**src/rtl/qpht_pkg.sv**
```systemverilog
// qpht_pkg: shared widths, status codes, table entry layout and the
// command/status structs between the probe controller and the datapath
// no dependencies
package qpht_pkg;

   localparam int KEY_W      = 31;
   localparam int VAL_W      = 32;
   localparam int STATUS_W   = 2;
   localparam int SLOT_OUT_W = 4;

   typedef enum logic [STATUS_W-1:0] {
      RSP_INSERTED = 2'd0,
      RSP_FULL     = 2'd1,
      RSP_FOUND    = 2'd2,
      RSP_MISSING  = 2'd3
   } rsp_status_type;

   typedef struct packed {
      logic             valid;
      logic [KEY_W-1:0] key;
      logic [VAL_W-1:0] value;
   } entry_type;

   // controller -> datapath
   typedef struct packed {
      logic           load;        // capture item, start key reduction
      logic           reduce;      // one step of the key remainder mod SLOTS
      logic           rd;          // read table entry at current probe slot
      logic           advance;     // move to the next quadratic probe slot
      logic           wr_insert;   // write item into current probe slot
      logic           clr_step;    // clear one entry after reset
      logic           rsp_en;      // register a result for the strobe
      rsp_status_type rsp_status;
   } qpht_cmd_type;

   // datapath -> controller
   typedef struct packed {
      logic mode_search;
      logic reduce_last;
      logic entry_valid;
      logic key_match;
      logic last_probe;
      logic clear_last;
   } qpht_sts_type;

endpackage

```
**src/rtl/quadratic_probe_hash_table.sv**
```systemverilog
// quadratic_probe_hash_table: top level of the open-addressing hash table
// with quadratic probing; joins qpht_ctrl and qpht_datapath
// depends on qpht_pkg, qpht_ctrl, qpht_datapath
//
//  channel   ports                                      handshake
//  --------  -----------------------------------------  --------------------------
//  request   req_mode, req_key, req_value               taken when start && !busy
//  result    rsp_status, rsp_slot, rsp_found_value      one-cycle strobe rsp_valid
//
// after reset the table is swept clear, one entry a cycle, with busy high
// an item holds busy through key mod SLOTS by reciprocal multiply (a quotient step,
// then a remainder step), then one memory read and one check per probe, probes
// from 1 to SLOTS; a new item is taken only once busy is low again; the registered
// read port of the table memory splits each probe into a read and a check state
// the result strobe comes the cycle after the last check; busy is already low then
// the receiver cannot stall: each result is shown for exactly one cycle
module quadratic_probe_hash_table #(
   parameter int SLOTS = 16
) (
   input  logic                            clock,
   input  logic                            reset,
   input  logic                            start,
   output logic                            busy,
   input  logic                            req_mode,
   input  logic [qpht_pkg::KEY_W-1:0]      req_key,
   input  logic [qpht_pkg::VAL_W-1:0]      req_value,
   output logic                            rsp_valid,
   output logic [qpht_pkg::STATUS_W-1:0]   rsp_status,
   output logic [qpht_pkg::SLOT_OUT_W-1:0] rsp_slot,
   output logic [qpht_pkg::VAL_W-1:0]      rsp_found_value
);
   import qpht_pkg::*;

   qpht_cmd_type cmd;   // controller commands
   qpht_sts_type sts;   // datapath status

   // sequencer: clear sweep, key reduction, probe read/check loop
   qpht_ctrl u_ctrl (
      .clock (clock),
      .reset (reset),
      .start (start),
      .busy  (busy),
      .sts   (sts),
      .cmd   (cmd)
   );

   // remainder unit, probe address, table memory and result registers
   qpht_datapath #(
      .SLOTS (SLOTS)
   ) u_datapath (
      .clock           (clock),
      .reset           (reset),
      .req_mode        (req_mode),
      .req_key         (req_key),
      .req_value       (req_value),
      .cmd             (cmd),
      .sts             (sts),
      .rsp_valid       (rsp_valid),
      .rsp_status      (rsp_status),
      .rsp_slot        (rsp_slot),
      .rsp_found_value (rsp_found_value)
   );

`ifndef NO_ASSERTIONS
   // an accepted item keeps the block busy in the next cycle
   a_accept_busy: assert property (@(posedge clock) disable iff (reset)
      (start && !busy) |=> busy)
      else $error("item accepted but block not busy");

   // a result only follows a cycle of work on an item
   a_rsp_after_busy: assert property (@(posedge clock) disable iff (reset)
      rsp_valid |-> $past(busy))
      else $error("result strobe without preceding work");

   // full and not-found results carry zero slot and value
   a_miss_zero: assert property (@(posedge clock) disable iff (reset)
      (rsp_valid && (rsp_status == RSP_FULL || rsp_status == RSP_MISSING))
      |-> (rsp_slot == '0 && rsp_found_value == '0))
      else $error("nonzero slot or value on a miss");
`endif

endmodule

```
**src/rtl/qpht_datapath.sv**
```systemverilog
// qpht_datapath: key reduction, quadratic probe address, table memory
// and result registers; driven by qpht_ctrl
// depends on qpht_pkg
module qpht_datapath #(
   parameter int SLOTS = 16
) (
   input  logic                            clock,
   input  logic                            reset,
   input  logic                            req_mode,
   input  logic [qpht_pkg::KEY_W-1:0]      req_key,
   input  logic [qpht_pkg::VAL_W-1:0]      req_value,
   input  qpht_pkg::qpht_cmd_type          cmd,
   output qpht_pkg::qpht_sts_type          sts,
   output logic                            rsp_valid,
   output logic [qpht_pkg::STATUS_W-1:0]   rsp_status,
   output logic [qpht_pkg::SLOT_OUT_W-1:0] rsp_slot,
   output logic [qpht_pkg::VAL_W-1:0]      rsp_found_value
);
   import qpht_pkg::*;

   localparam int SW  = $clog2(SLOTS);
   // quotient = (key * RECIP) >> RSH, exact for every KEY_W-bit key
   localparam int RSH = KEY_W + SW;
   localparam logic [KEY_W:0] RECIP =
      (KEY_W+1)'(((64'd1 << RSH) + 64'(SLOTS) - 64'd1) / 64'(SLOTS));

   logic                   mode_ff;
   logic [KEY_W-1:0]       key_ff;
   logic [VAL_W-1:0]       value_ff;
   logic                   red_phase_ff;
   logic [SW-1:0]          quot_lo_ff;
   logic [SW-1:0]          slot_ff, slot_in;
   logic [SW-1:0]          step_ff, step_in;
   logic [SW-1:0]          probe_cnt_ff;
   logic [SW-1:0]          clr_addr_ff;
   entry_type              rd_entry_ff;
   logic                   rsp_valid_ff;
   rsp_status_type         rsp_status_ff;
   logic [SLOT_OUT_W-1:0]  rsp_slot_ff, rsp_slot_in;
   logic [VAL_W-1:0]       rsp_value_ff;

   logic [2*KEY_W:0]       prod;
   logic [SW-1:0]          rem_next;
   logic [SW:0]            slot_sum, step_sum;
   logic [SW+SLOT_OUT_W-1:0] slot_ext;

   entry_type              mem [SLOTS];
   logic                   mem_we;
   logic [SW-1:0]          mem_waddr;
   entry_type              mem_wdata;

   // key mod SLOTS: reciprocal multiply first, then key - quotient*SLOTS,
   // only the low SW bits are needed since the remainder is below SLOTS
   assign prod     = {{(KEY_W+1){1'b0}}, key_ff} * {{KEY_W{1'b0}}, RECIP};
   assign rem_next = key_ff[SW-1:0] - SW'(quot_lo_ff * SW'(SLOTS));

   // (k + (p+1)^2) = (k + p^2) + (2p+1), both terms kept below SLOTS
   always_comb begin
      slot_sum = {1'b0, slot_ff} + {1'b0, step_ff};
      if (slot_sum >= (SW+1)'(SLOTS)) begin
         slot_in = SW'(slot_sum - (SW+1)'(SLOTS));
      end else begin
         slot_in = slot_sum[SW-1:0];
      end
      step_sum = {1'b0, step_ff} + (SW+1)'(2);
      if (step_sum >= (SW+1)'(SLOTS)) begin
         step_in = SW'(step_sum - (SW+1)'(SLOTS));
      end else begin
         step_in = step_sum[SW-1:0];
      end
   end

   always_ff @(posedge clock) begin
      if (cmd.load) begin
         mode_ff      <= req_mode;
         key_ff       <= req_key;
         value_ff     <= req_value;
         red_phase_ff <= 1'b0;
         slot_ff      <= '0;
         step_ff      <= SW'(1);
         probe_cnt_ff <= '0;
      end else if (cmd.reduce) begin
         red_phase_ff <= 1'b1;
         if (!red_phase_ff) begin
            quot_lo_ff <= prod[RSH +: SW];
         end else begin
            slot_ff    <= rem_next;
         end
      end else if (cmd.advance) begin
         slot_ff      <= slot_in;
         step_ff      <= step_in;
         probe_cnt_ff <= probe_cnt_ff + SW'(1);
      end
   end

   always_ff @(posedge clock) begin
      if (reset) begin
         clr_addr_ff <= '0;
      end else if (cmd.clr_step) begin
         clr_addr_ff <= clr_addr_ff + SW'(1);
      end
   end

   // table memory: one write port, one registered read port
   assign mem_we    = cmd.clr_step | cmd.wr_insert;
   assign mem_waddr = cmd.clr_step ? clr_addr_ff : slot_ff;
   assign mem_wdata = cmd.clr_step ? entry_type'('0) : entry_type'{1'b1, key_ff, value_ff};

   always_ff @(posedge clock) begin
      if (mem_we) begin
         mem[mem_waddr] <= mem_wdata;
      end
   end

   always_ff @(posedge clock) begin
      if (cmd.rd) begin
         rd_entry_ff <= mem[slot_ff];
      end
   end

   assign sts.mode_search = mode_ff;
   assign sts.reduce_last = red_phase_ff;
   assign sts.entry_valid = rd_entry_ff.valid;
   assign sts.key_match   = (rd_entry_ff.key == key_ff);
   assign sts.last_probe  = (probe_cnt_ff == SW'(SLOTS - 1));
   assign sts.clear_last  = (clr_addr_ff == SW'(SLOTS - 1));

   // result registers
   assign slot_ext = {{SLOT_OUT_W{1'b0}}, slot_ff};

   always_comb begin
      if (cmd.rsp_status == RSP_INSERTED || cmd.rsp_status == RSP_FOUND) begin
         rsp_slot_in = slot_ext[SLOT_OUT_W-1:0];
      end else begin
         rsp_slot_in = '0;
      end
   end

   always_ff @(posedge clock) begin
      if (reset) begin
         rsp_valid_ff <= 1'b0;
      end else begin
         rsp_valid_ff <= cmd.rsp_en;
      end
   end

   always_ff @(posedge clock) begin
      if (cmd.rsp_en) begin
         rsp_status_ff <= cmd.rsp_status;
         rsp_slot_ff   <= rsp_slot_in;
         rsp_value_ff  <= (cmd.rsp_status == RSP_FOUND) ? rd_entry_ff.value : '0;
      end
   end

   assign rsp_valid       = rsp_valid_ff;
   assign rsp_status      = rsp_status_ff;
   assign rsp_slot        = rsp_slot_ff;
   assign rsp_found_value = rsp_value_ff;

endmodule

```
**src/rtl/qpht_ctrl.sv**
```systemverilog
// qpht_ctrl: state machine sequencing clear, key reduction and probes
// depends on qpht_pkg
module qpht_ctrl (
   input  logic                   clock,
   input  logic                   reset,
   input  logic                   start,
   output logic                   busy,
   input  qpht_pkg::qpht_sts_type sts,
   output qpht_pkg::qpht_cmd_type cmd
);
   import qpht_pkg::*;

   typedef enum logic [4:0] {
      ST_CLEAR  = 5'b00001,
      ST_IDLE   = 5'b00010,
      ST_REDUCE = 5'b00100,
      ST_READ   = 5'b01000,
      ST_CHECK  = 5'b10000
   } ctrl_state_type;

   ctrl_state_type state_ff, state_in;

   always_ff @(posedge clock) begin
      if (reset) begin
         state_ff <= ST_CLEAR;
      end else begin
         state_ff <= state_in;
      end
   end

   always_comb begin
      state_in       = state_ff;
      cmd            = '0;
      cmd.rsp_status = RSP_MISSING;
      case (state_ff)
         ST_CLEAR: begin
            cmd.clr_step = 1'b1;
            if (sts.clear_last) begin
               state_in = ST_IDLE;
            end
         end
         ST_IDLE: begin
            if (start) begin
               cmd.load = 1'b1;
               state_in = ST_REDUCE;
            end
         end
         ST_REDUCE: begin
            cmd.reduce = 1'b1;
            if (sts.reduce_last) begin
               state_in = ST_READ;
            end
         end
         ST_READ: begin
            cmd.rd   = 1'b1;
            state_in = ST_CHECK;
         end
         ST_CHECK: begin
            if (!sts.mode_search) begin
               if (!sts.entry_valid) begin
                  cmd.wr_insert  = 1'b1;
                  cmd.rsp_en     = 1'b1;
                  cmd.rsp_status = RSP_INSERTED;
                  state_in       = ST_IDLE;
               end else if (sts.last_probe) begin
                  cmd.rsp_en     = 1'b1;
                  cmd.rsp_status = RSP_FULL;
                  state_in       = ST_IDLE;
               end else begin
                  cmd.advance = 1'b1;
                  state_in    = ST_READ;
               end
            end else begin
               if (!sts.entry_valid || (sts.last_probe && !sts.key_match)) begin
                  cmd.rsp_en     = 1'b1;
                  cmd.rsp_status = RSP_MISSING;
                  state_in       = ST_IDLE;
               end else if (sts.key_match) begin
                  cmd.rsp_en     = 1'b1;
                  cmd.rsp_status = RSP_FOUND;
                  state_in       = ST_IDLE;
               end else begin
                  cmd.advance = 1'b1;
                  state_in    = ST_READ;
               end
            end
         end
         default: begin
            state_in = ST_CLEAR;
         end
      endcase
   end

   assign busy = (state_ff != ST_IDLE);

`ifndef NO_ASSERTIONS
   // a table write only happens as an insert hitting an empty slot, or during clear
   a_write_only_on_empty: assert property (@(posedge clock) disable iff (reset)
      cmd.wr_insert |-> (state_ff == ST_CHECK && !sts.mode_search && !sts.entry_valid))
      else $error("table write outside an insert into an empty slot");

   // each probe read is followed by its check
   a_read_then_check: assert property (@(posedge clock) disable iff (reset)
      (state_ff == ST_READ) |=> (state_ff == ST_CHECK))
      else $error("probe read not followed by check");
`endif

endmodule
```
**config.mk**
```make
export PLATFORM = sky130hd
export DESIGN_NAME = quadratic_probe_hash_table
export DESIGN_NICKNAME = d
export VERILOG_FILES = /design/src/rtl/qpht_pkg.sv /design/src/rtl/quadratic_probe_hash_table.sv /design/src/rtl/qpht_datapath.sv /design/src/rtl/qpht_ctrl.sv
export SDC_FILE = /design/constraint.sdc
export NUM_CORES = 1
export LEC_CHECK = 0
export ABC_AREA = 1
export BUFFER_PORTS_ARGS = -buffer_cell sky130_fd_sc_hd__buf_2
export CAP_MARGIN = 0
export CORE_MARGIN = 2
export CORE_UTILIZATION = 45
export CTS_BUF_LIST = sky130_fd_sc_hd__clkbuf_8
export CTS_CLUSTER_DIAMETER = 40
export CTS_CLUSTER_SIZE = 40
export DETAILED_ROUTE_END_ITERATION = 10
export PLACE_DENSITY_LB_ADDON = 0.25
export SYNTH_ARGS = -nofsm -noshare
export SYNTH_HDL_FRONTEND = slang
export SYNTH_SLANG_ARGS = --single-unit
export TNS_END_PERCENT = 50
```
**constraint.sdc**
```tcl
create_clock -name clock -period 5.95 [get_ports clock]
set_input_delay 0.8925 -clock clock [delete_from_list [all_inputs] [get_ports clock]]
set_output_delay 0.8925 -clock clock [all_outputs]
set_load 0.01 [all_outputs]
```
# Yosys cells after proc, flatten, opt, wreduce, memory -nomap -nowiden
# Memory sizes are Yosys's and may differ from the RTL's. A register that Yosys moved wholly into a read port is not among the register bits.
# Index checks and enable logic that the tools add are counted.
[totals]
reg_bits = 125
ramBits = 1024
elab_cells = 85
mem_count = 1
[mem_list]
columns = ["memory", "depth", "word_bits", "read_ports", "rd_clocked_by_memory_dff", "write_ports", "line", "source"]
rows = [
  ["u_datapath.mem", 16, 64, 1, 1, 1, "qpht_datapath.sv:47", "entry_type mem [SLOTS];"],
]
[classes]
add_sub_neg = 6
n_lt_le_gt_ge = 2
n_eq_ne = 14
mux = 37
n_bitwise = 2
n_reduce_logical = 10
[op_table]
columns = ["cell", "n"]
rows = [
  ["64-bit two-way mux", 1],
  ["4-bit two-way mux", 8],
  ["31-bit equality test", 1],
  ["5-bit two-way mux", 6],
  ["5-bit case mux with 5 select lines", 1],
  ["3-bit two-way mux", 6],
  ["1-bit two-way mux", 14],
  ["5-bit greater-or-equal comparator, second input constant", 2],
  ["4-bit by 1-bit adder with 4-bit output, second input constant", 2],
  ["4-bit equality test, second input constant", 2],
  ["4-bit by 1-bit subtractor with 4-bit output, second input constant", 2],
  ["4-bit by 2-bit adder with 5-bit output, second input constant", 1],
  ["4-bit by 4-bit adder with 5-bit output", 1],
  ["5-bit by 1-bit equality test with 1-bit output, second input constant", 1],
  ["5-bit by 2-bit equality test with 1-bit output, second input constant", 1],
  ["5-bit by 3-bit equality test with 1-bit output, second input constant", 1],
  ["5-bit by 4-bit equality test with 1-bit output, second input constant", 1],
  ["5-bit equality test, second input constant", 1],
  ["5-bit by 2-bit != test with 1-bit output, second input constant", 1],
  ["2-bit by 1-bit != test with 1-bit output, second input constant", 2],
  ["2-bit != test, second input constant", 2],
  ["2-bit AND reduction", 2],
  ["3-bit AND reduction", 1],
  ["2-bit equality test, second input constant", 1],
  ["other kinds (8)", 10],
]

# Longest topological paths before layout
# Gate-level depths: netlist of run 1.
[logic_depth]
word_depth = 10
depth_mapped = 14
depth_no_buf = 14

# Cells and area by module
# A second synthesis of run 1 with hierarchy kept.
[hier_totals]
hier_cells = 3771
hier_area_um2 = 47976.0
[by_module_without_submodules]
columns = ["mod", "instances", "cells_each", "area_per_inst_um2"]
rows = [
  ["qpht_datapath", 1, 3711, 47564.4],
  ["qpht_ctrl", 1, 60, 411.6],
]

# Worst setup path before layout of run 1
# Ideal clock, no wire load.
[synth_path]
kind = "flip-flop to flip-flop"
startpoint = "register u_ctrl.state_ff[3]"
endpoint = "memory u_datapath.mem[0][0] (netlist name), enable pin"
setup_time_ns = 0.486
arrival_time_ns = 3.979
required_ns = 5.464
path_slack_ns = 1.484
path_stages_with_launch = 7
n_path_buf = 0
path_cell_list = "dfxtp_1 -> nor2_2 -> nand4_4 -> or2_2 -> o21ai_2 -> nand3_2 -> nor2_1"
[synth_between]
elab_chain_cells = 5
elab_cells_between_ends = 8
[synth_rtl]
columns = ["element", "line", "source"]
rows = [
  ["from (decl)", "qpht_ctrl.sv:21", "ctrl_state_type state_ff, state_in;"],
  ["from (signal assigned)", "qpht_ctrl.sv:27", "state_ff <= state_in;"],
  ["5-bit by 1-bit equality test with 1-bit output or 5-bit equality test (tied branches)", "qpht_ctrl.sv:35", "case (state_ff)"],
  ["1-bit two-way mux or 2-bit two-way mux (tied branches)", "qpht_ctrl.sv:35", ""],
  ["1-bit OR", "qpht_datapath.sv:105", "assign mem_we = cmd.clr_step | cmd.wr_insert;"],
  ["1-bit two-way mux", "qpht_datapath.sv:110", "if (mem_we) begin"],
  ["1-bit two-way mux (implied by the code)", "qpht_datapath.sv:111", "mem[mem_waddr] <= mem_wdata;"],
  ["to (decl)", "qpht_datapath.sv:47", ""],
]
# Several ways; a longest one is shown, not always the timed one.

# Final worst setup path of run 1
[layout_path]
startpoint = "register u_datapath.slot_ff[1]"
endpoint = "memory u_datapath.mem[7][36] (netlist name), enable pin"
[layout_between]
elab_chain_cells = 1
[layout_rtl]
columns = ["element", "line", "source"]
rows = [
  ["from (decl)", "qpht_datapath.sv:32", "logic [SW-1:0] slot_ff, slot_in;"],
  ["from (signal assigned)", "qpht_datapath.sv:87", "slot_ff <= rem_next;"],
  ["from (signal assigned)", "qpht_datapath.sv:90", "slot_ff <= slot_in;"],
  ["4-bit two-way mux", "qpht_datapath.sv:106", "assign mem_waddr = cmd.clr_step ? clr_addr_ff : slot_ff;"],
]
# No other way between the ends.

==> key figures, run 1 <==
STA
  – Worst Tran Pin Value: 1.201 ns
  – Final setup TNS: 0 ns
  – Final count of negative-setup-slack endpoints: 0
  – Min cycle time layout: 3.735 ns
  – Final worst slack: 2.215 ns
  – Final period util: 62.77%
  – Slew Viols, Final: 0
  – FMAX: roughly 270 MHz
  – Clock skew: 0.05332 ns
  – Final hold vios: 0
  – RSZ-0062 raised after global routing: false
  – Slew HR: 19.64%

Pwr
  – PwrDens: 363.2 mW/mm2
  – Seq pwr share: 56.1%
  – Sw Ratio: 25.98%
  – Leakage power: 0.01741 uW
  – IR drop worst, VDD: 0.3837 mV
  – Clock power frac: 34.7%
  – Sw power: 4922 uW
  – Logic pwr share: a little under a tenth
  – Int Power: 14020 uW

Detailed routing
  – Routed len/inst: 23.33 um
  – DRC Markers: 0
  – Iteration-0 DRC Markers: 3164
  – Final ANT Viol Nets: 0
  – Vias/cell: 5.671
  – Drt total wl: 115.6 mm
  – Drt first pass iters: 8
  – Vias: 28112

Placed design
  – Pre-CTS WS: ~2.2 ns
  – RePlAce Congestion: 0.7640
  – Detail Placement HPWL: 57.40 mm
  – Dpl cell area: slightly below 0.05 mm2
  – # port buffers: roughly 110

Die
  – Die area: 0.1068 mm2
  – Core Region: slightly above 0.1 mm2
  – Number of cell rows: 118
  – IO Count: 107
  – Initial core utilization: 45.35%
  – Die Span Y: 326.7 um
  – Die Wd: roughly 330 um

Clock tree
  – Post-CTS Setup Repair Bufs: 0
  – CTS tree: done
  – Number of CTS-inserted buffers: 146
  – Clk Latency, worst-skew pair: 0.86 ns
  – H-Tree Depth: 4
  – Clock Sinks: 1212
  – Post-CTS Resized: 0
  – CTS root buf: clkbuf_8
  – Hold-fix buffers at CTS: 0
  – Worst-path clk slew: 0.09 ns
  – CTS Buffer Depth: 3

Cells and area
  – Nets: 3526
  – Syn-to-layout area delta: 11.26%
  – Area taken by flip-flops and latches: 0.03619 mm2
  – Ratio of cells with drive above 1 in the final layout: about 13%
  – Post-route cell area: 0.05215 mm2
  – Fillers: 8759
  – Multi-input logic area: 0.009301 mm2

Yosys
  – Mapped Area: 0.04687 mm2
  – Syn_nets: 3447
  – Synth cell types: 38
  – FFs w/ async S/R, synth: 0%
  – Mapped Avg Cell Area: 13.89 um2
  – Prevailing post-synth register cell: edfxtp_1
  – Sequential-to-total area share from yosys stat: ~77%
  – Yosys reg bits: 1212
  – Yosys Warn Count: 0
  – Cells after synthesis: 3374
  – Post-synth EDFFs: 1190

Global route
  – Antenna violations before repair: 2
  – Pin count of the biggest net entering global routing: 194
  – Total global-route track usage: 21.57%
  – Final global-route overflow total: 0
  – Number of global-route vias before repair: 27390
  – Global-route wire length before repair: 173.4 mm

Worst setup path
  – CP Max Fanout: ~120
  – R2R setup slack: 2.22 ns
  – Crit path DAT: 4.20 ns
  – Delay-heaviest family, CP: simple AND/OR/NAND/NOR gates
  – Critical Path Sink Type: flip-flop
  – Largest stage delay on the critical path: 0.89 ns
  – Slowest-stage cell, CP: dfxtp_4
  – Crit path cell chain: inv_8 -> o21ai_2 -> nand3_2 -> nor2_4 -> buf_12
  – Number of buffers and inverters on the critical path: 2
  – Setup crit start kind: flip-flop
  – WP data required: 6.41 ns
  – Critical path class: reg -> reg

Flow run
  – MaxCap Viol Count: 0

Worst hold path
  – Hold Crit Class: in -> reg

Status
  – Status: complete, no violations
==> final timing paths <==
check                                        endpoint  depth (start not counted)             startpoint
worst max-delay path            u_datapath.mem[7][36]                          5  u_datapath.slot_ff[1]
worst min-delay path            u_datapath.key_ff[17]                          1            req_key[17]
worst max register to register  u_datapath.mem[7][36]                          5  u_datapath.slot_ff[1]
worst min register to register  u_datapath.step_ff[2]                          2  u_datapath.step_ff[2]
==> logic make-up (layout without fill, tap and decap cells) <==
| family | after synthesis | after routing | synth area share, % |
|---|---|---|---|
| flip-flops | 1212 | 1212 | 77.18 |
| other | 0 | 2 | 0 |
| XOR/XNOR | 24 | 24 | 0.4485 |
| buffers and inverters | 370 | 571 | 3.235 |
| AND/OR/NAND/NOR | 887 | 887 | 7.538 |
| AO/OA/AOI/OAI | 875 | 875 | 11.42 |
| adder cells (fa/ha/maj) | 6 | 6 | 0.1762 |
==> registers in the layout, summed over array words and instances (netlist names) <==
register	cells
u_datapath.rsp_slot	4
u_datapath.probe_cnt_ff	4
u_datapath.rsp_status	2
u_datapath.key_ff	31
u_datapath.step_ff	3
u_datapath.sts	1
u_datapath.rsp_found_value	32
u_datapath.rsp_valid	1
u_datapath.mode_ff	1
u_datapath.rd_entry_ff	63
u_datapath.clr_addr_ff	4
u_datapath.value_ff	32
u_datapath.slot_ff	4
u_ctrl.state_ff	5
u_datapath.red_phase_ff	1
u_datapath.mem	1024
==> metal layers <==
metal / GRT usage, % / vias up / routed length, um
met5: 0 / - / 0
met4: 7.050 / 0 / 2917
met3: 3.237 / 189 / 7100
met2: 34.29 / 982 / 54770
met1: 30.72 / 14183 / 50860
li1: - / 12758 / -
==> cell type report <==
class | instances | area share [%]
Antenna cell | 2 | 0.009597
Clock buffer | 150 | 3.959
Clock inverter | 120 | 2.433
Inverter | 145 | 1.101
Multi-Input combinational cell | 1792 | 17.84
Sequential cell | 1212 | 69.40
Tap cell | 1380 | 3.311
Timing Repair Buffer | 156 | 1.953
==> power groups by stage <==
| stage | registers [uW] | logic [uW] | clock network (uW) |
|---|---|---|---|
| after floorplan | 10800 | 958 | 0 |
| after global routing | 10700 | 1890 | 7050 |
| final | 10600 | 1730 | 6580 |
| after detailed placement | 10800 | 1750 | 0 |
| after global placement | 10800 | 1730 | 0 |
| after CTS | 10600 | 1760 | 6720 |
==> stage by stage <==
step / power (uW) / instances / hold WS (ns) / util [%]
after floorplan: 11810 / 3374 / 0.4584 / -
final: 18940 / 4957 / 0.2027 / 50.46
after global routing: 19630 / 4957 / 0.1672 / 50.46
after CTS: 19100 / 4955 / 0.1382 / 50.45
after global placement: 12540 / 4685 / 0.4760 / 47.23
after detailed placement: 12560 / 4685 / 0.4822 / 47.23
==> synth_stat cells (22+ instances only) <==
library cell,count,share of area [%]
dfxtp_1,22,0.94
clkbuf_1,152,1.2
buf_2,53,0.57
nand3_1,57,0.61
o21ai_1,37,0.40
o22ai_1,77,1.0
o211ai_1,77,1.2
o221ai_1,179,3.3
inv_1,136,1.1
o21ai_0,488,5.2
edfxtp_1,1190,76
nand2_1,152,1.2
nor2_1,657,5.3
==> cell usage in the layout, fill, tap and decap left out, types with 3 or more instances in the layout <==
cell	netlist	routed
dfxtp_4	0	4
buf_4	5	41
xor2_1	5	5
clkinv_1	0	10
buf_12	0	9
inv_4	0	4
inv_6	0	17
o22ai_1	77	77
dfxtp_1	22	18
clkinv_4	1	17
nand2_1	152	152
o211ai_1	77	77
inv_2	8	6
o21ai_1	37	37
nand3_2	4	4
inv_1	136	138
buf_2	53	106
nand3_1	57	57
clkinv_2	0	14
nor2_4	1	17
clkinv_8	0	4
nand4_1	3	3
xnor2_1	19	19
o221ai_1	179	179
o21ai_0	488	488
ha_1	5	5
inv_8	0	21
clkbuf_8	0	150
nor2_1	657	641
clkinvlp_4	0	20
edfxtp_1	1190	1190
a21oi_1	13	13
bufinv_16	0	14
No activity file was read; power rests on OpenSTA's default activity.
==> inputs of run 2 (changes only) <==
- clock period: 5.95 -> 3.81 ns (I/O delays scaled with it)
==> key figures, run 2 (synthesized netlist as in run 1, its figures left out) <==
Worst setup path
  – Critical R2R Capture: u_datapath.mem[2][4]
  – WP data required: 4.32 ns (-2.09 ns)
  – Setup crit start kind: flip-flop
  – Critical Path Sink Type: flip-flop
  – CP Max Fanout: 25 (-78%)
  – Worst Setup SP: u_ctrl.state_ff[3]
  – Critical path class: reg -> reg
  – Reg2reg path depth: 8 (+3)
  – R2R setup slack: 0.99 ns (-1.22 ns)
  – Worst setup endpoint: u_datapath.mem[2][4]
  – Worst r2r src: u_ctrl.state_ff[3]
  – Crit path DAT: 3.33 ns (-0.87 ns)

STA
  – Min cycle time layout: 2.816 ns (-0.9189 ns)
  – Final count of negative-setup-slack endpoints: 0 (unchanged)
  – Final hold vios: 0 (unchanged)
  – Clock skew: 0.05182 ns (-0.001495 ns)
  – Slew Viols, Final: 0 (unchanged)
  – Slew HR: 15.90% (-3.7 points)
  – FMAX: 355.1 MHz (+33%)
  – Final period util: 73.91% (+11 points)
  – Worst-case hold slack: 0.08561 ns (-0.1171 ns)
  – Worst Tran Pin Value: 1.257 ns (+0.05584 ns)
  – RSZ-0062 raised after global routing: false

Pwr
  – Leakage power: 0.01785 uW (+2.5%)
  – IR drop worst, VDD: 0.4654 mV (+21%)
  – PwrDens: 555.7 mW/mm2 (+53%)

Flow run
  – MaxCap Viol Count: 0 (unchanged)

Worst hold path
  – Hold Crit Class: in -> reg
  – Hold Path Depth: 2 (+1)

Cells and area
  – Syn-to-layout area delta: 13.31%
  – Final Util: 51.39% (+0.93 points)
  – Area taken by flip-flops and latches: 0.03619 mm2 (unchanged)
  – Post-route cell area: 0.05311 mm2 (+1.8%)
  – Leading cell type in the layout, fill and taps excluded: edfxtp_1
  – Multi-input logic area: 0.009301 mm2 (unchanged)
  – Most frequent cells in the layout: edfxtp_1, nor2_1, o21ai_0
  – Largest regs: u_datapath.mem (1024), u_datapath.rd_entry_ff (63)
  – Largest reg by FF count: u_datapath.mem
  – Max reg flops: 1024 (unchanged)
  – Fillers: 8742 (-0.19%)
  – Ratio of cells with drive above 1 in the final layout: 12.73% (-0.14 points)
  – Finished Layout Cells: 5043 (+1.7%)
  – Nets: 3609 (+2.4%)

Placed design
  – RePlAce Congestion: 0.7474 (-2.2%)
  – Dpl cell area: 0.04922 mm2 (+0.83%)
  – # port buffers: 106 (unchanged)
  – Placed insts: 4704 (+0.41%)
  – Detail Placement HPWL: 57.94 mm (+0.94%)

Global route
  – Global-route wire length before repair: 174.5 mm (+0.64%)
  – Pin count of the biggest net entering global routing: 205 (+5.7%)
  – Number of global-route vias before repair: 27756 (+1.3%)
  – Total global-route track usage: 21.73% (+0.15 points)
  – Final global-route overflow total: 0 (unchanged)
  – Antenna violations before repair: 3 (+1)

Clock tree
  – Number of CTS-inserted buffers: 146 (unchanged)
  – CTS Buffer Depth: 3 (unchanged)
  – H-Tree Depth: 4 (unchanged)
  – Worst-path clk slew: 0.08 ns (about the same)
  – Clk Latency, worst-skew pair: 0.85 ns (about the same)
  – Clock Sinks: 1212 (unchanged)
  – Post-CTS Setup Repair Bufs: 0 (unchanged)
  – Post-CTS Resized: 0 (unchanged)
  – CTS root buf: clkbuf_8
  – CTS tree: done

Status
  – Status: complete, no violations

Die
  – Die Span Y: 326.7 um (unchanged)
  – Die area: 0.1068 mm2 (unchanged)
  – Core Region: 0.1033 mm2 (unchanged)
  – Number of cell rows: 118 (unchanged)
  – IO Count: 107 (unchanged)
  – Die Wd: 326.7 um (unchanged)
  – Initial core utilization: 45.35% (unchanged)

Detailed routing
  – Iteration-0 DRC Markers: 2977 (-5.9%)
  – Drt first pass iters: 7 (-1)
  – Vias/cell: 5.638 (-0.59%)
  – Drt total wl: 116.9 mm (+1.1%)
  – Final ANT Viol Nets: 0 (unchanged)
  – DRC Markers: 0 (unchanged)
  – Routed len/inst: 23.19 um (-0.60%)
  – DRT met1 WL: 50.93 mm (+0.15%)
  – Met2 wire length: 55.61 mm (+1.5%)
  – Vias: 28432 (+1.1%)
  – Top routing layer in use: met4
  – Met3 wire length: 7.279 mm (+2.5%)
[run 2: per-stage QoR]
step / setup TNS (ns) / setup WS (ns) / power, uW
after floorplan: -649.25 / -0.6556 / 18440
after global placement: 0 / 1.052 / 19700
after detailed placement: 0 / 0.9942 / 19760
after CTS: 0 / 0.9736 / 29760
after global routing: 0 / 0.8309 / 30600
final: 0 / 0.9942 / 29510
[run 2: worst min path at each step]
stage / start / endpoint
after floorplan: u_datapath.probe_cnt_ff[0] / u_datapath.probe_cnt_ff[0]
after global placement: u_datapath.probe_cnt_ff[1] / u_datapath.probe_cnt_ff[1]
after detailed placement: u_datapath.probe_cnt_ff[1] / u_datapath.probe_cnt_ff[1]
after CTS: reset / u_datapath.clr_addr_ff[3]
after global routing: reset / u_ctrl.state_ff[3]
final: reset / u_datapath.clr_addr_ff[3]
[run 2: area by class of cell]
cell class | count | area share [%]
Antenna cell | 2 | 0.009424
Clock buffer | 153 | 3.965
Clock inverter | 120 | 2.151
Inverter | 145 | 1.081
Multi-Input combinational cell | 1792 | 17.51
Sequential cell | 1212 | 68.14
Tap cell | 1380 | 3.251
Timing Repair Buffer | 239 | 3.887
[run 2: critical path: stages (launching register included)]
cell and delay [ns]:
dfxtp_1 0.36, nor2_2 0.18, nand4_4 0.33, inv_4 0.22
nand2_1 0.07, o21ai_0 0.13, nand2_1 0.31, nor2_4 0.56
buf_4 0.33
[run 2: layer usage]
metal  GRT usage, %  vias up
met5              0        -
met4          7.210        0
met3          3.546      196
met2          34.71     1011
met1          30.53    14295
li1               -    12930
[run 2: what timing repair did]
action                                  CTS  global route
hold endpoints to repair                 64             0
hold buffers                             64             0
endpoints found under the setup margin    0             0
[run 2: power by group]
part	internal [uW]	switching [uW]	leakage [uW]	total (uW)
sequential	16300	254	0.0112	16600
clock	4820	5210	0.00167	10000
combinational	734	2160	0.00498	2900
